==> src/design/cakv_pkg.sv <==
// ----------------------------------------------------------------------------
// cakv_pkg
// Shared types, constants and the exponent table of the causal attention
// block with its key/value cache.
// ----------------------------------------------------------------------------
package cakv_pkg;

    // Datapath widths that follow from the fixed field widths.
    localparam int DVD_W     = 41;     // divider dividend and quotient
    localparam int DVS_W     = 25;     // divider divisor (weight sum)
    localparam int ACC_W     = 41;     // dot product and weighted sum accumulator
    localparam int MUL_A_W   = 33;     // shared multiplier, first operand
    localparam int MUL_B_W   = 18;     // shared multiplier, second operand
    localparam int PROD_W    = MUL_A_W + MUL_B_W;
    localparam int LOG2E_Q16 = 94548;  // log2(e) in Q.16

    // Configuration register indexes.
    typedef logic [1:0] cfg_idx_t;
    localparam cfg_idx_t REG_HEAD_DIM  = 2'd0;
    localparam cfg_idx_t REG_NUM_Q     = 2'd1;
    localparam cfg_idx_t REG_NUM_KV    = 2'd2;
    localparam cfg_idx_t REG_SCALE     = 2'd3;

    // Request and response of the shared divider.
    typedef struct packed {
        logic             start;
        logic [DVD_W-1:0] dividend;
        logic [DVS_W-1:0] divisor;
    } div_req_t;

    typedef struct packed {
        logic             busy;
        logic             done;
        logic [DVD_W-1:0] quotient;
    } div_rsp_t;

    // Table of 2^(-k/16) in Q.16 for k = 0..16.
    function automatic logic [16:0] exp2_tab(input logic [4:0] idx);
        logic [16:0] v;
        case (idx)
            5'd0:    v = 17'd65536;
            5'd1:    v = 17'd62757;
            5'd2:    v = 17'd60097;
            5'd3:    v = 17'd57549;
            5'd4:    v = 17'd55109;
            5'd5:    v = 17'd52773;
            5'd6:    v = 17'd50535;
            5'd7:    v = 17'd48393;
            5'd8:    v = 17'd46341;
            5'd9:    v = 17'd44376;
            5'd10:   v = 17'd42495;
            5'd11:   v = 17'd40693;
            5'd12:   v = 17'd38968;
            5'd13:   v = 17'd37316;
            5'd14:   v = 17'd35734;
            5'd15:   v = 17'd34219;
            default: v = 17'd32768;
        endcase
        return v;
    endfunction

endpackage

==> src/design/cakv_mul.sv <==
// ----------------------------------------------------------------------------
// cakv_mul
// Shared signed multiplier with a registered product.
// ----------------------------------------------------------------------------
module cakv_mul (
    input  logic                                aclk,
    input  logic                                en,
    input  logic signed [cakv_pkg::MUL_A_W-1:0] a,
    input  logic signed [cakv_pkg::MUL_B_W-1:0] b,
    output logic signed [cakv_pkg::PROD_W-1:0]  prod_reg
);

    import cakv_pkg::*;

    // The product is held until the next enabled cycle.
    always_ff @(posedge aclk) begin
        if (en) begin
            prod_reg <= PROD_W'(a) * PROD_W'(b);
        end
    end

endmodule

==> config.mk <==
export PLATFORM = sky130hd
export DESIGN_NAME = cakv_mul
export DESIGN_NICKNAME = d
export VERILOG_FILES = /design/src/design/cakv_pkg.sv /design/src/design/cakv_mul.sv
export SDC_FILE = /design/constraint.sdc
export NUM_CORES = 2
export LEC_CHECK = 0
export ABC_AREA = 1
export BUFFER_PORTS_ARGS = -buffer_cell sky130_fd_sc_hd__buf_4
export CORE_MARGIN = 2
export CORE_UTILIZATION = 67
export CTS_CLUSTER_DIAMETER = 50
export DETAILED_ROUTE_END_ITERATION = 7
export PLACE_DENSITY = 0.86
export SYNTH_ARGS = -nofsm -noshare
export SYNTH_HDL_FRONTEND = slang
export SYNTH_SLANG_ARGS = --single-unit
==> constraint.sdc <==
create_clock -name aclk -period 7.9 [get_ports aclk]
set_input_delay 0 -clock aclk [delete_from_list [all_inputs] [get_ports aclk]]
set_output_delay 0 -clock aclk [all_outputs]
set_load 0.01 [all_outputs]
==> flow_summary.json <==
{
  "drt-total-wl_microns": 63200,
  "drt_iter0_markers": 1425,
  "cts_setup_buffers": 0,
  "final_hold_viol_count": 0,
  "yosys.area.top_type_share_pct": 47.6,
  "antenna_found_initial": 0,
  "die_y_microns": 193,
  "ios": 104,
  "netlist_area_sq_um": 23900,
  "antenna_cells": 0,
  "drc": 0,
  "grt_usage_pct": 37.0,
  "async_reset_ff_share_pct": 0,
  "synth_cells": 3151,
  "wire_per_inst_microns": 17.6,
  "htreeDepth": 2,
  "dieArea_sq_um": 37200,
  "maxCapViolCount": 0,
  "final_antenna_net_count": 0,
  "die_x_microns": 193,
  "synth_fp_nets": 3896,
  "dp_hpwl_microns": 52100,
  "yosysUniqueCellTypes": 27,
  "place_inst": 3580,
  "grt_max_degree": 52,
  "yosysSeqAreaShare_pct": 6.40,
  "setup_ws_ns": 2.17,
  "synth.most_common_cell": "inv_1",
  "maxSlewHeadroom_pct": 53.4,
  "ys_top_cells_by_area": "fa_1 48%, inv_1 16%, nand2_1 15%",
  "fmax_mhz": 175,
  "finalCriticalPeriod_ns": 5.73,
  "fin_nets": 3871,
  "firstDrtPassIters": 7,
  "tritoncts": "built",
  "ys.flop_type": "edfxtp_1",
  "crit_path_end_kind": "flip-flop",
  "critPathLaunchType": "input pin",
  "cp.arrival_ns": 5.80,
  "num_rows": 69,
  "cts_buffers": 5,
  "finalWeightedCongestion": 0.976,
  "grt_pass1_vias": 21400,
  "largest_reg_flops": 51,
  "crit_fanout": 33,
  "synth-edff-count": 51,
  "port-buffer-count": 103,
  "cts.repair.resized": 0,
  "status": "finished clean",
  "synth_seq_cells": 51,
  "clockRootBuffer": "clkbuf_16",
  "area_delta_synth_final_pct": 4.18,
  "synthTopCellsByCount": "1037 x inv_1, 973 x nand2_1, 569 x fa_1, 123 x ha_1, 118 x clkbuf_1",
  "clock-sinks": 51,
  "hp-class": "in2reg",
  "setup.worst_path.class": "in2reg",
  "final_cells": 3588,
  "drive_above_1_share_pct": 4.70,
  "synth_warnings": 0,
  "grt_overflow": 0,
  "final.setup.tns_ns": 0,
  "worstPathRequired_ns": 7.97,
  "grt_first_pass_wirelength_microns": 106000,
  "fin_crit_sh_pct": 72.5,
  "rsz0062_at_grt": "no",
  "cts.clk_slew.worst_paths_ns": 0.08,
  "finalSetupViolCount": 0,
  "dp_slack_ns": 1.98,
  "routed-via-count": 19100,
  "initial_core_util_pct": 67.6,
  "slew_viol_final": 0,
  "worst_slew_pin_slew_ns": 0.699,
  "syn-mean-instance-area_sq_um": 7.59,
  "coreArea_sq_um": 35400,
  "cts_hold_buf": 0,
  "clock_path_buffers": 2,
  "synth_largest_area_cell": "fa_1",
  "avgViaCountPerCell": 5.33
}
## worst max-delay path: stages
cell,delay (ns)
buf_4,0.40
nand2_1,0.27
fa_1,0.60
inv_1,0.07
fa_1,0.67
fa_1,0.58
inv_1,0.05
fa_1,0.56
inv_1,0.06
fa_1,0.50
fa_1,0.41
ha_1,0.43
nand2_1,0.19
nor3_1,0.45
nand2_1,0.13
nor2_1,0.13
nand2_1,0.08
nand4_1,0.09
nand2_1,0.06
## cell type report
class | count | area [sq um]
sequential | 51 | 1530
fill | 2777 | 10500
clock buffer | 5 | 125
timing repair buffer | 105 | 788
inverter | 1039 | 3900
multi-input combinational | 1924 | 18000
tap | 461 | 577
clock inverter | 3 | 23.8
## layout by cell type (no fill, tap or decap), drive strengths merged, types with 5 or more instances in the layout
master	n
a21oi	27
or2	5
nand4	16
edfxtp	51
nand2	984
ha	123
nor3	5
fa	569
nand3	51
buf	105
xor2	25
inv	1040
nor2	107
clkbuf	5
## through the flow
stage          instance area [sq um]  hold WS, ns  utilization, %
5_1_grt                        24900        0.184            70.4
2_1_floorplan                  23900        0.112               -
3_5_place_dp                   24800        0.409            70.0
4_1_cts                        24900        0.161            70.4
6_report                       24900        0.167            70.4
3_3_place_gp                   24800        0.408            70.0
## cell families after synthesis
logic type                 synth area share [%]
buffers and inverters                      18.5
xor gates and xnor gates                  0.989
AOI/OAI and AO/OA                         0.790
adders and majority gates                  54.1
DFF                                        6.40
and+or+nand+nor                            19.3
## path summary, 6_finish.rpt
kind	slack, ns	to	startpoint	cells after the start
max	2.17	prod_reg[47]	b[6]	19
min	0.17	prod_reg[0]	a[0]	3
## metal layers
layer	vias up	part of all wire, %	track usage [%]
li1	8550	-	-
met1	9319	35	44.6
met2	971	51	65.9
met3	276	8.5	6.09
met4	0	4.8	15.6
met5	-	0	0
Power is left out: the tool's default activity adds up to more than one toggle a clock period on the data nets, which glitch-free logic cannot reach.
