===== src/design/cakv_pkg.sv =====
// ----------------------------------------------------------------------------
// cakv_pkg
// Shared types, constants and the exponent table of the causal attention
// block with its key/value cache.
// ----------------------------------------------------------------------------
package cakv_pkg;

    // Datapath widths that follow from the fixed field widths.
    localparam int DVD_W     = 41;     // divider dividend and quotient
    localparam int DVS_W     = 25;     // divider divisor (weight sum)
    localparam int ACC_W     = 41;     // dot product and weighted sum accumulator
    localparam int MUL_A_W   = 33;     // shared multiplier, first operand
    localparam int MUL_B_W   = 18;     // shared multiplier, second operand
    localparam int PROD_W    = MUL_A_W + MUL_B_W;
    localparam int LOG2E_Q16 = 94548;  // log2(e) in Q.16

    // Configuration register indexes.
    typedef logic [1:0] cfg_idx_t;
    localparam cfg_idx_t REG_HEAD_DIM  = 2'd0;
    localparam cfg_idx_t REG_NUM_Q     = 2'd1;
    localparam cfg_idx_t REG_NUM_KV    = 2'd2;
    localparam cfg_idx_t REG_SCALE     = 2'd3;

    // Request and response of the shared divider.
    typedef struct packed {
        logic             start;
        logic [DVD_W-1:0] dividend;
        logic [DVS_W-1:0] divisor;
    } div_req_t;

    typedef struct packed {
        logic             busy;
        logic             done;
        logic [DVD_W-1:0] quotient;
    } div_rsp_t;

    // Table of 2^(-k/16) in Q.16 for k = 0..16.
    function automatic logic [16:0] exp2_tab(input logic [4:0] idx);
        logic [16:0] v;
        case (idx)
            5'd0:    v = 17'd65536;
            5'd1:    v = 17'd62757;
            5'd2:    v = 17'd60097;
            5'd3:    v = 17'd57549;
            5'd4:    v = 17'd55109;
            5'd5:    v = 17'd52773;
            5'd6:    v = 17'd50535;
            5'd7:    v = 17'd48393;
            5'd8:    v = 17'd46341;
            5'd9:    v = 17'd44376;
            5'd10:   v = 17'd42495;
            5'd11:   v = 17'd40693;
            5'd12:   v = 17'd38968;
            5'd13:   v = 17'd37316;
            5'd14:   v = 17'd35734;
            5'd15:   v = 17'd34219;
            default: v = 17'd32768;
        endcase
        return v;
    endfunction

endpackage


===== src/design/cakv_div.sv =====
// ----------------------------------------------------------------------------
// cakv_div
// Iterative unsigned restoring divider, one quotient bit per cycle.
// ----------------------------------------------------------------------------
module cakv_div (
    input  logic                aclk,
    input  logic                aresetn,
    input  cakv_pkg::div_req_t  req,
    output cakv_pkg::div_rsp_t  rsp
);

    import cakv_pkg::*;

    localparam int CNT_W = $clog2(DVD_W);

    logic             busy_reg;
    logic             done_reg;
    logic [CNT_W-1:0] cnt_reg;
    logic [DVS_W-1:0] rem_reg;
    logic [DVD_W-1:0] quo_reg;
    logic [DVS_W-1:0] dvs_reg;

    logic [DVS_W:0]   trial;
    logic             fits;

    // Trial subtraction of one step.
    assign trial = {rem_reg, quo_reg[DVD_W-1]};
    assign fits  = (trial >= {1'b0, dvs_reg});

    // Control state.
    always_ff @(posedge aclk) begin
        if (!aresetn) begin
            busy_reg <= 1'b0;
            done_reg <= 1'b0;
            cnt_reg  <= '0;
        end else begin
            done_reg <= 1'b0;
            if (req.start) begin
                busy_reg <= 1'b1;
                cnt_reg  <= '0;
            end else if (busy_reg) begin
                cnt_reg <= cnt_reg + CNT_W'(1);
                if (cnt_reg == CNT_W'(DVD_W - 1)) begin
                    busy_reg <= 1'b0;
                    done_reg <= 1'b1;
                end
            end
        end
    end

    // Remainder and quotient shift register.
    always_ff @(posedge aclk) begin
        if (req.start) begin
            rem_reg <= '0;
            quo_reg <= req.dividend;
            dvs_reg <= req.divisor;
        end else if (busy_reg) begin
            rem_reg <= fits ? DVS_W'(trial - {1'b0, dvs_reg}) : trial[DVS_W-1:0];
            quo_reg <= {quo_reg[DVD_W-2:0], fits};
        end
    end

    assign rsp.busy     = busy_reg;
    assign rsp.done     = done_reg;
    assign rsp.quotient = quo_reg;

endmodule


===== config.mk =====
export PLATFORM = sky130hd
export DESIGN_NAME = cakv_div
export DESIGN_NICKNAME = d
export VERILOG_FILES = /design/src/design/cakv_pkg.sv /design/src/design/cakv_div.sv
export SDC_FILE = /design/constraint.sdc
export NUM_CORES = 1
export LEC_CHECK = 0
export BUFFER_PORTS_ARGS = -buffer_cell sky130_fd_sc_hd__buf_2
export CAP_MARGIN = 40
export CORE_ASPECT_RATIO = 1.4
export CORE_MARGIN = 1.5
export CORE_UTILIZATION = 43
export DETAILED_ROUTE_END_ITERATION = 10
export PLACE_DENSITY_LB_ADDON = 0.2
export SKIP_CTS_REPAIR_TIMING = 1
export SYNTH_ARGS = -nofsm -noshare
export SYNTH_HDL_FRONTEND = slang
export SYNTH_SLANG_ARGS = --single-unit

===== constraint.sdc =====
create_clock -name aclk -period 6.77 [get_ports aclk]
set_clock_uncertainty 0.2 [all_clocks]
set_input_delay 1.354 -clock aclk [delete_from_list [all_inputs] [get_ports aclk]]
set_output_delay 1.354 -clock aclk [all_outputs]
set_load 0.05 [all_outputs]

==> results of run 1 <==
## kinds of logic after synthesis
kind of cell             count (synthesis)  share of synthesized area
buffers and inverters                   61                     0.0482
AND/OR/NAND/NOR                        119                      0.111
XOR/XNOR                                24                     0.0385
adder cells (fa/ha/maj)                 28                     0.0656
AO/OA/AOI/OAI                          125                      0.166
multiplexers                            42                     0.0865
flip-flops                              99                      0.484
## cells in the final DEF, fill, tap and decap left out, types with 4 or more instances in the layout
master / n
buf_4: 6
nand2b_1: 5
nor3_1: 7
nor4_1: 4
nand2_1: 28
dfxtp_1: 33
o31ai_1: 6
xor2_1: 10
nor2_1: 29
mux2_2: 41
clkbuf_16: 9
a21o_1: 10
ha_1: 27
nand4_1: 6
xnor2_1: 14
o211ai_1: 4
a311oi_1: 14
edfxtp_1: 66
a211oi_1: 7
a21oi_1: 25
o21bai_1: 6
nand3_1: 17
buf_2: 110
or2_2: 4
inv_1: 34
o21ai_0: 19
## worst min-delay path: cells and delay by family (launching register included)
kind / cells / cell delay, ps
DFF: 1 / 330
buffers and inverters: 1 / 50
AOI/OAI and AO/OA: 1 / 70
## final timing paths
path / slack [ps] / end / cells after the start / start
worst max-delay path: 3380 / rem_reg[0] / 12 / quo_reg[40]
worst min-delay path: 290 / rem_reg[10] / 2 / rem_reg[9]
worst max register to register: 3380 / rem_reg[0] / 12 / quo_reg[40]
worst min register to register: 290 / rem_reg[10] / 2 / rem_reg[9]
## power breakdown
group          total [mW]  switching, mW  internal (mW)
Sequential          0.726         0.0249          0.701
Clock               0.518          0.255          0.264
Combinational       0.381          0.248          0.134
Total                1.63          0.527           1.10
## through the flow
step / instance area, um2 / cells / utilization / hold WS [ps] / worst slack [ps]
5_1_grt: 6410 / 754 / 0.518 / 322 / 3090
6_report: 6410 / 754 / 0.518 / 289 / 3380
3_5_place_dp: 6110 / 738 / 0.494 / 282 / 3360
3_3_place_gp: 6100 / 737 / 0.493 / 265 / 3420
4_1_cts: 6410 / 754 / 0.518 / 295 / 3390
2_1_floorplan: 5460 / 498 / - / 237 / 3520
## area by class of cell
cell class,count,area share
clock inverter,7,0.0127
multi-input combinational,338,0.398
inverter,35,0.0205
sequential,99,0.412
clock buffer,9,0.0351
timing repair buffer,116,0.0929
tap,150,0.0293
## routing by layer
layer / vias up / GRT usage
met5: - / 0
met4: 0 / 0.0696
met3: 25 / 0.0530
met2: 123 / 0.320
met1: 1921 / 0.231
li1: 2060 / -
==> results.md, run 1 <==
- Outcome: complete, no violations
- Site row count: 48
- Element type at the critical path end: register
- Pin count of the biggest net entering global routing: 60
- Top sig layer: met4
- Area grow syn2layout: 17.6%
- First-pass DRT Iterations: 5
- Clock transition at the registers of the reported paths: 80 ps
- Die X: 98.2 um
- Root Buffer: clkbuf_16
- Post-Syn Nets: 595
- Final count of negative-setup-slack endpoints: 0
- Die Footprint: 13400 um2
- Starting DRT DRC Count: 192
- Number of fillers in the final layout: 1156
- Most used standard cells in the synthesized netlist: 66 x edfxtp_1, 41 x mux2_2, 34 x inv_1
- Critical Path AT: 3450 ps
- Floorplan core area: 12400 um2
- Fraction of the cycle the final worst path needs: 0.501
- Count of max-cap constraint violations: 0
- Global-route wire length before repair: 20400 um
- Average wire per standard cell: 16.0 um
- Cell with the most instances after synthesis: edfxtp_1
- Largest fanout on the critical path: 17
- Num CTS Buffers: 9
- Latest clock arrival within the worst-skew pair: 350 ps
- Share of synthesized flip-flops with an asynchronous set or reset: 0
- Max reg flops: 41
- Via count: 4129
- # nets final: 696
- Area leader, netlist: edfxtp_1
- Synth Instances: 498
- Antenna cell count: 0
- Type of origin of the critical path: register
- Clock Path Buffers: 2
- Routed Antenna Nets: 0
- Number of failing hold endpoints at the final stage: 0
- I/O pin total: 112
- Cells traversed along the worst timing path: inv_1, ha_1, inv_1, fa_1, a21o_1, a31o_2, nand4_4, a21oi_4, nor2_4, a211oi_4, nor2_1, a311oi_1
- Most numerous cell on the critical path: inv_1
- Starting density of the core: 0.441
- Initial antenna violation count: 0
- Number of register bits inferred by synthesis: 99
- Distinct cell type count of the synthesized netlist: 64
- Drt total wl: 12100 um
- Critical Setup Path Class: reg -> reg
- Achievable clock frequency: 0.295 GHz
- Final Max Slew Viols: 0
- Class of the most critical hold timing path: reg -> reg
- Areal power density over the cells: 254 nW/um2
- Routed length on met2: 5990 um
- Max stage delay cell, worst path: a211oi_4
- Total power: 1.63 mW
- Netlist area before placement: 5460 um2
- Area used by sequential logic in the layout: 2640 um2
- Die boundary height: 136 um
- M1 wire length: 5030 um
- CP peak stage delay: 660 ps
- Count of buffers inserted at the top-level ports: 111
- Clock sink count: 99
- TNS Setup: 0 ps
- Grt ovf: 0
- Final min period: 3390 ps
- Overall global routing resource usage: 0.189
- Met3 WL: 767 um
- Clock tree from TritonCTS: done
- H-tree levels: 3
- Total buffers and inverters traversed by the critical path: 2
- Mean cell area of the mapped netlist: 11.0 um2
- Top cell family by delay on the critical path: compound AO/OA/AOI/OAI gates
- Max-slew headroom at the worst pin: 0.435
- Required time at the worst-slack endpoint: 6830 ps
- Fraction of the yosys area taken by sequential cells: 0.484
- DRC: 0
- Layout cells sized above 1: 0.315
- Leading post-synthesis cells by cell area: edfxtp_1 36%, dfxtp_1 12%, mux2_2 8.5%
- Yosys warning count: 0
- Leakage: 2.69 nW
- Most common flop cell mapped by yosys: edfxtp_1
- Worst-Margin Slew: 844 ps
- RSZ-0062 raised after global routing: false
- Number of synthesized flops with an enable pin: 66
- Number of global-route vias before repair: 4253
- Gp weighted congestion: 0.859
- Max VDD drop: 129 uV
- Synth top area share: 0.363
- Area of the multi-input gates: 2550 um2
- Detailed-placement wirelength estimate: 8810 um
- Via density: 5.48
No activity file was read; power rests on OpenSTA's default activity.
==> inputs of run 2 (changes only) <==
==> constraint.sdc (replaced) <==
create_clock -name aclk -period 3.1 [get_ports aclk]
set_clock_uncertainty 0.2 [all_clocks]
set_input_delay 0.62 -clock aclk [delete_from_list [all_inputs] [get_ports aclk]]
set_output_delay 0.62 -clock aclk [all_outputs]
set_load 0.05 [all_outputs]
==> run 2 against run 1 <==
Routed wire length rose by 4.5%. Flip-flop and latch count did not move. Highest routed layer unchanged. Clock power rose by 110%. Fmax rose by 14%. Worst setup slack got worse by 3200 ps. Sequential share of layout area fell by 0.78 points. Non-clock buffer count rose by 13. Worst hold slack got worse by 55 ps. Combinational power rose by 120%.
==> results.md, run 2 (same netlist as run 1, synthesis figures left out) <==
- Outcome: complete, no violations
- Gp weighted congestion: 0.922
- Max reg flops: 41
- Drt total wl: 12600 um
- CP peak stage delay: 390 ps
- Via density: 5.64
- Cells traversed along the worst timing path: inv_1, ha_1, inv_1, fa_2, a21o_1, a31o_2, nand4_4, a21oi_4, nor2_4, a211o_4, buf_4, nand3_1, a311oi_1
- Required time at the worst-slack endpoint: 3160 ps
- Worst-Margin Slew: 638 ps
- Element type at the critical path end: register
- Leakage: 2.75 nW
- Routed Antenna Nets: 0
- Final Max Slew Viols: 0
- Type of origin of the critical path: register
- Detailed-placement wirelength estimate: 9000 um
- H-tree levels: 3
- Antenna cell count: 0
- Final min period: 2960 ps
- Fraction of the cycle the final worst path needs: 0.956
- Via count: 4324
- Clock tree from TritonCTS: done
- Clock transition at the registers of the reported paths: 80 ps
- Global-route track usage on met1: 0.223
- Pin count of the biggest net entering global routing: 90
- Commonest cells after routing, fill and taps aside: 110 x buf_2, 66 x edfxtp_1, 41 x mux2_2, 34 x inv_1, 33 x dfxtp_1
- Latest clock arrival within the worst-skew pair: 360 ps
- First-pass DRT Iterations: 4
- Clock Path Buffers: 2
- Num CTS Buffers: 9
- I/O pin total: 112
- Number of failing hold endpoints at the final stage: 0
- Final core utilization: 0.528
- Largest fanout on the critical path: 11
- Count of buffers inserted at the top-level ports: 111
- Max VDD drop: 286 uV
- Max-slew headroom at the worst pin: 0.572
- Starting DRT DRC Count: 210
- GR Util met2: 0.328
- TNS Setup: 0 ps
- Floorplan core area: 12400 um2
- Average wire per standard cell: 16.5 um
- Max stage delay cell, worst path: edfxtp_1
- Final count of negative-setup-slack endpoints: 0
- Die X: 98.2 um
- Layout cells sized above 1: 0.335
- R2R setup slack: 140 ps
- Site row count: 48
- Number of global-route vias before repair: 4256
- Met3 track demand over resource in global routing: 0.0540
- # nets final: 709
- Root Buffer: clkbuf_16
- Overall global routing resource usage: 0.193
- Hold Worst Slack: 234 ps
- Achievable clock frequency: 0.337 GHz
- Die Footprint: 13400 um2
- Most numerous cell on the critical path: inv_1
- Class of the most critical hold timing path: in -> reg
- Count of max-cap constraint violations: 0
- Starting density of the core: 0.441
- Die boundary height: 136 um
- Routing layer with the top usage in global route: met2
- Global-route wire length before repair: 20500 um
- Area grow syn2layout: 19.8%
- Areal power density over the cells: 544 nW/um2
- Grt ovf: 0
- Initial antenna violation count: 0
- Critical Setup Path Class: reg -> reg
- Most common cell after layout, fill and taps aside: buf_2
- Critical Path AT: 3020 ps
- DRC: 0
- Clock sink count: 99
run 2: path summary, 6_finish.rpt:
path          startpoint          end  cells past startpoint
min reg2reg  rem_reg[24]  rem_reg[24]                      2
min               req[0]   dvs_reg[0]                      1
max          quo_reg[40]   rem_reg[1]                     13
max reg2reg  quo_reg[40]   rem_reg[1]                     13
run 2: critical path, delay by kind of cell (launching register included):
kind | cells | cell delay, ps
AO/OA/AOI/OAI | 5 | 1030
adder cells (fa/ha/maj) | 2 | 510
flip-flops | 1 | 390
AND/OR/NAND/NOR | 3 | 370
buffers and inverters | 3 | 350
run 2: metrics by stage:
step	std cells	cell area (um2)	power, mW	worst slack [ps]
floorplan	498	5480	2.25	28.2
global placement	747	6200	2.45	232
detailed placement	747	6200	2.46	145
CTS	763	6500	3.58	121
global route	767	6540	3.71	-15.9
finish	767	6540	3.56	137
run 2: power breakdown:
group	internal, mW	switching (mW)
combinational	0.304	0.551
clock	0.565	0.546
sequential	1.53	0.0571
total	2.40	1.15
run 2: final cells by class:
class                           count  area [um2]
Inverter                           35         131
Multi-Input combinational cell    338        2570
Timing Repair Buffer              129         706
Clock buffer                        9         225
Clock inverter                      7        70.1
Tap cell                          150         188
Fill cell                        1127        5830
Sequential cell                    99        2640
run 2: layer usage:
metal  routed length (um)  vias up
met5                    0        -
met4                  318        0
met3                  816       25
met2                 6280      143
met1                 5220     2070
li1                     -     2086
==> inputs of run 3 (changes only) <==
--- a/config.mk
+++ b/config.mk
@@ -9,7 +9,7 @@
 export CAP_MARGIN = 40
 export CORE_ASPECT_RATIO = 1.4
 export CORE_MARGIN = 1.5
-export CORE_UTILIZATION = 43
+export CORE_UTILIZATION = 42
 export DETAILED_ROUTE_END_ITERATION = 10
 export PLACE_DENSITY_LB_ADDON = 0.2
 export SKIP_CTS_REPAIR_TIMING = 1
==> run 3 against run 2 <==
First-iteration DRC count increased by 3.3%. Sequential power about the same. Die area increased by 2.3%. Global-route usage about the same. Worst hold slack about the same. Design area increased by 0.29%. Fmax increased by 1.7%. Flip-flop and latch count unchanged. Non-clock buffer count decreased by 2. Highest routed layer unchanged.
==> results.md, run 3 (same netlist as run 1, synthesis figures left out) <==
- Outcome: complete, no violations
- Root Buffer: clkbuf_16
- Most common cell after layout, fill and taps aside: buf_2
- First-pass DRT Iterations: 5
- Final min period: 2910 ps
- Critical Setup Path Class: reg -> reg
- Site row count: 49
- Grt ovf: 0
- Layout cells sized above 1: 0.332
- I/O pin total: 112
- Via count: 4273
- Floorplan core area: 12800 um2
- Number of global-route vias before repair: 4399
- Total power: 3.64 mW
- Net switching power: 1.16 mW
- Die X: 99.3 um
- Relative contribution of sequential cells to total power: 0.436
- Number of failing hold endpoints at the final stage: 0
- TNS Setup: 0 ps
- Max VDD drop: 287 uV
- Max-slew headroom at the worst pin: 0.598
- GR Util met2: 0.331
- Average wire per standard cell: 16.6 um
- Routing layer with the top usage in global route: met2
- Critical Path AT: 2970 ps
- Final Max Slew Viols: 0
- Type of origin of the critical path: register
- Worst-Margin Slew: 598 ps
- RSZ-0062 raised after global routing: false
- Class of the most critical hold timing path: in -> reg
- Max reg flops: 41
- Cells traversed along the worst timing path: inv_1, ha_1, inv_1, fa_2, a21o_1, a31o_2, nand4_4, a21oi_4, nor2_4, a211oi_4, buf_4, o21ai_0, a311oi_1
- Commonest cells after routing, fill and taps aside: 110 x buf_2, 66 x edfxtp_1, 41 x mux2_2, 34 x inv_1, 33 x dfxtp_1
- Die boundary height: 138 um
- Fraction of the cycle the final worst path needs: 0.940
- Routed Antenna Nets: 0
- Max stage delay cell, worst path: edfxtp_1
- Antenna cell count: 0
- Achievable clock frequency: 0.343 GHz
- Num CTS Buffers: 9
- Internal Dissipation: 2.48 mW
- Via density: 5.56
- Die Footprint: 13700 um2
- Clock Path Buffers: 2
- H-tree levels: 3
- Final count of negative-setup-slack endpoints: 0
- Leakage: 2.77 nW
- Detailed-placement wirelength estimate: 9360 um
- Sw Ratio: 0.318
- Gp weighted congestion: 0.971
- CP peak stage delay: 340 ps
- Share of total power in the clock network: 0.328
- Overall global routing resource usage: 0.193
- Met3 track demand over resource in global routing: 0.0509
- Area grow syn2layout: 20.2%
- Global-route wire length before repair: 20800 um
- Part of the total power dissipated in combinational logic: 0.235
- Required time at the worst-slack endpoint: 3150 ps
- Starting density of the core: 0.428
- Starting DRT DRC Count: 217
- # nets final: 707
- DRC: 0
- Count of max-cap constraint violations: 0
- Clock sink count: 99
- Clock transition at the registers of the reported paths: 80 ps
- Most numerous cell on the critical path: inv_1
- Drt total wl: 12800 um
- Largest fanout on the critical path: 8
- Clock tree from TritonCTS: done
- Final core utilization: 0.514
- Global-route track usage on met1: 0.215
- Areal power density over the cells: 556 nW/um2
- Count of buffers inserted at the top-level ports: 111
- Pin count of the biggest net entering global routing: 49
- Element type at the critical path end: register
- Initial antenna violation count: 0
- Latest clock arrival within the worst-skew pair: 360 ps
-- run 3: changes by cell type in the layout (fill, tap and decap cells not counted), sizes merged --
cell      before  now
buf          129  127
bufinv         0    1
clkinv         2    4
clkinvlp       3    0
-- run 3: worst paths after layout --
| path | from | endpoint | slack (ps) | depth (start not counted) |
|---|---|---|---|---|
| max | quo_reg[40] | rem_reg[17] | 190 | 13 |
| min reg2reg | cnt_reg[5] | done_reg | 270 | 2 |
| min | req[20] | dvs_reg[20] | 230 | 1 |
| max reg2reg | quo_reg[40] | rem_reg[17] | 190 | 13 |
-- run 3: final cells by class --
cell class                 count  area (um2)
clock inverter                 7        92.6
timing repair buffer         127         703
multi-input combinational    338        2570
clock buffer                   9         225
inverter                      35         131
sequential                    99        2640
fill                        1187        6200
tap                          153         191
-- run 3: stage by stage --
step / setup slack [ps] / instances / cell area [um2] / hold slack (ps)
after detailed placement: 187 / 752 / 6230 / 261
final: 187 / 768 / 6560 / 234
after CTS: 183 / 768 / 6550 / 224
after floorplan: 28.2 / 498 / 5480 / 237
after global routing: 25.3 / 768 / 6560 / 223
after global placement: 233 / 752 / 6230 / 260
-- run 3: metal layers --
layer  part of all wire  wire [um]
met1               0.41       5200
met5                  0          0
met2               0.49       6270
met4              0.039        500
met3              0.064        819
-- run 3: power groups by stage --
stage / combinational [mW] / clock (mW) / sequential (mW)
6_report: 0.857 / 1.20 / 1.59
5_1_grt: 0.929 / 1.26 / 1.61
4_1_cts: 0.857 / 1.23 / 1.59
3_5_place_dp: 0.855 / 0 / 1.62
3_3_place_gp: 0.848 / 0 / 1.62
2_1_floorplan: 0.443 / 0 / 1.81
-- run 3: worst max-delay path: cells and delay by family (launching register included) --
kind                     cells  cell delay, ps
AO/OA/AOI/OAI                6            1280
flip-flops                   1             340
buffers and inverters        3             390
adder cells (fa/ha/maj)      2             410
AND/OR/NAND/NOR              2             210
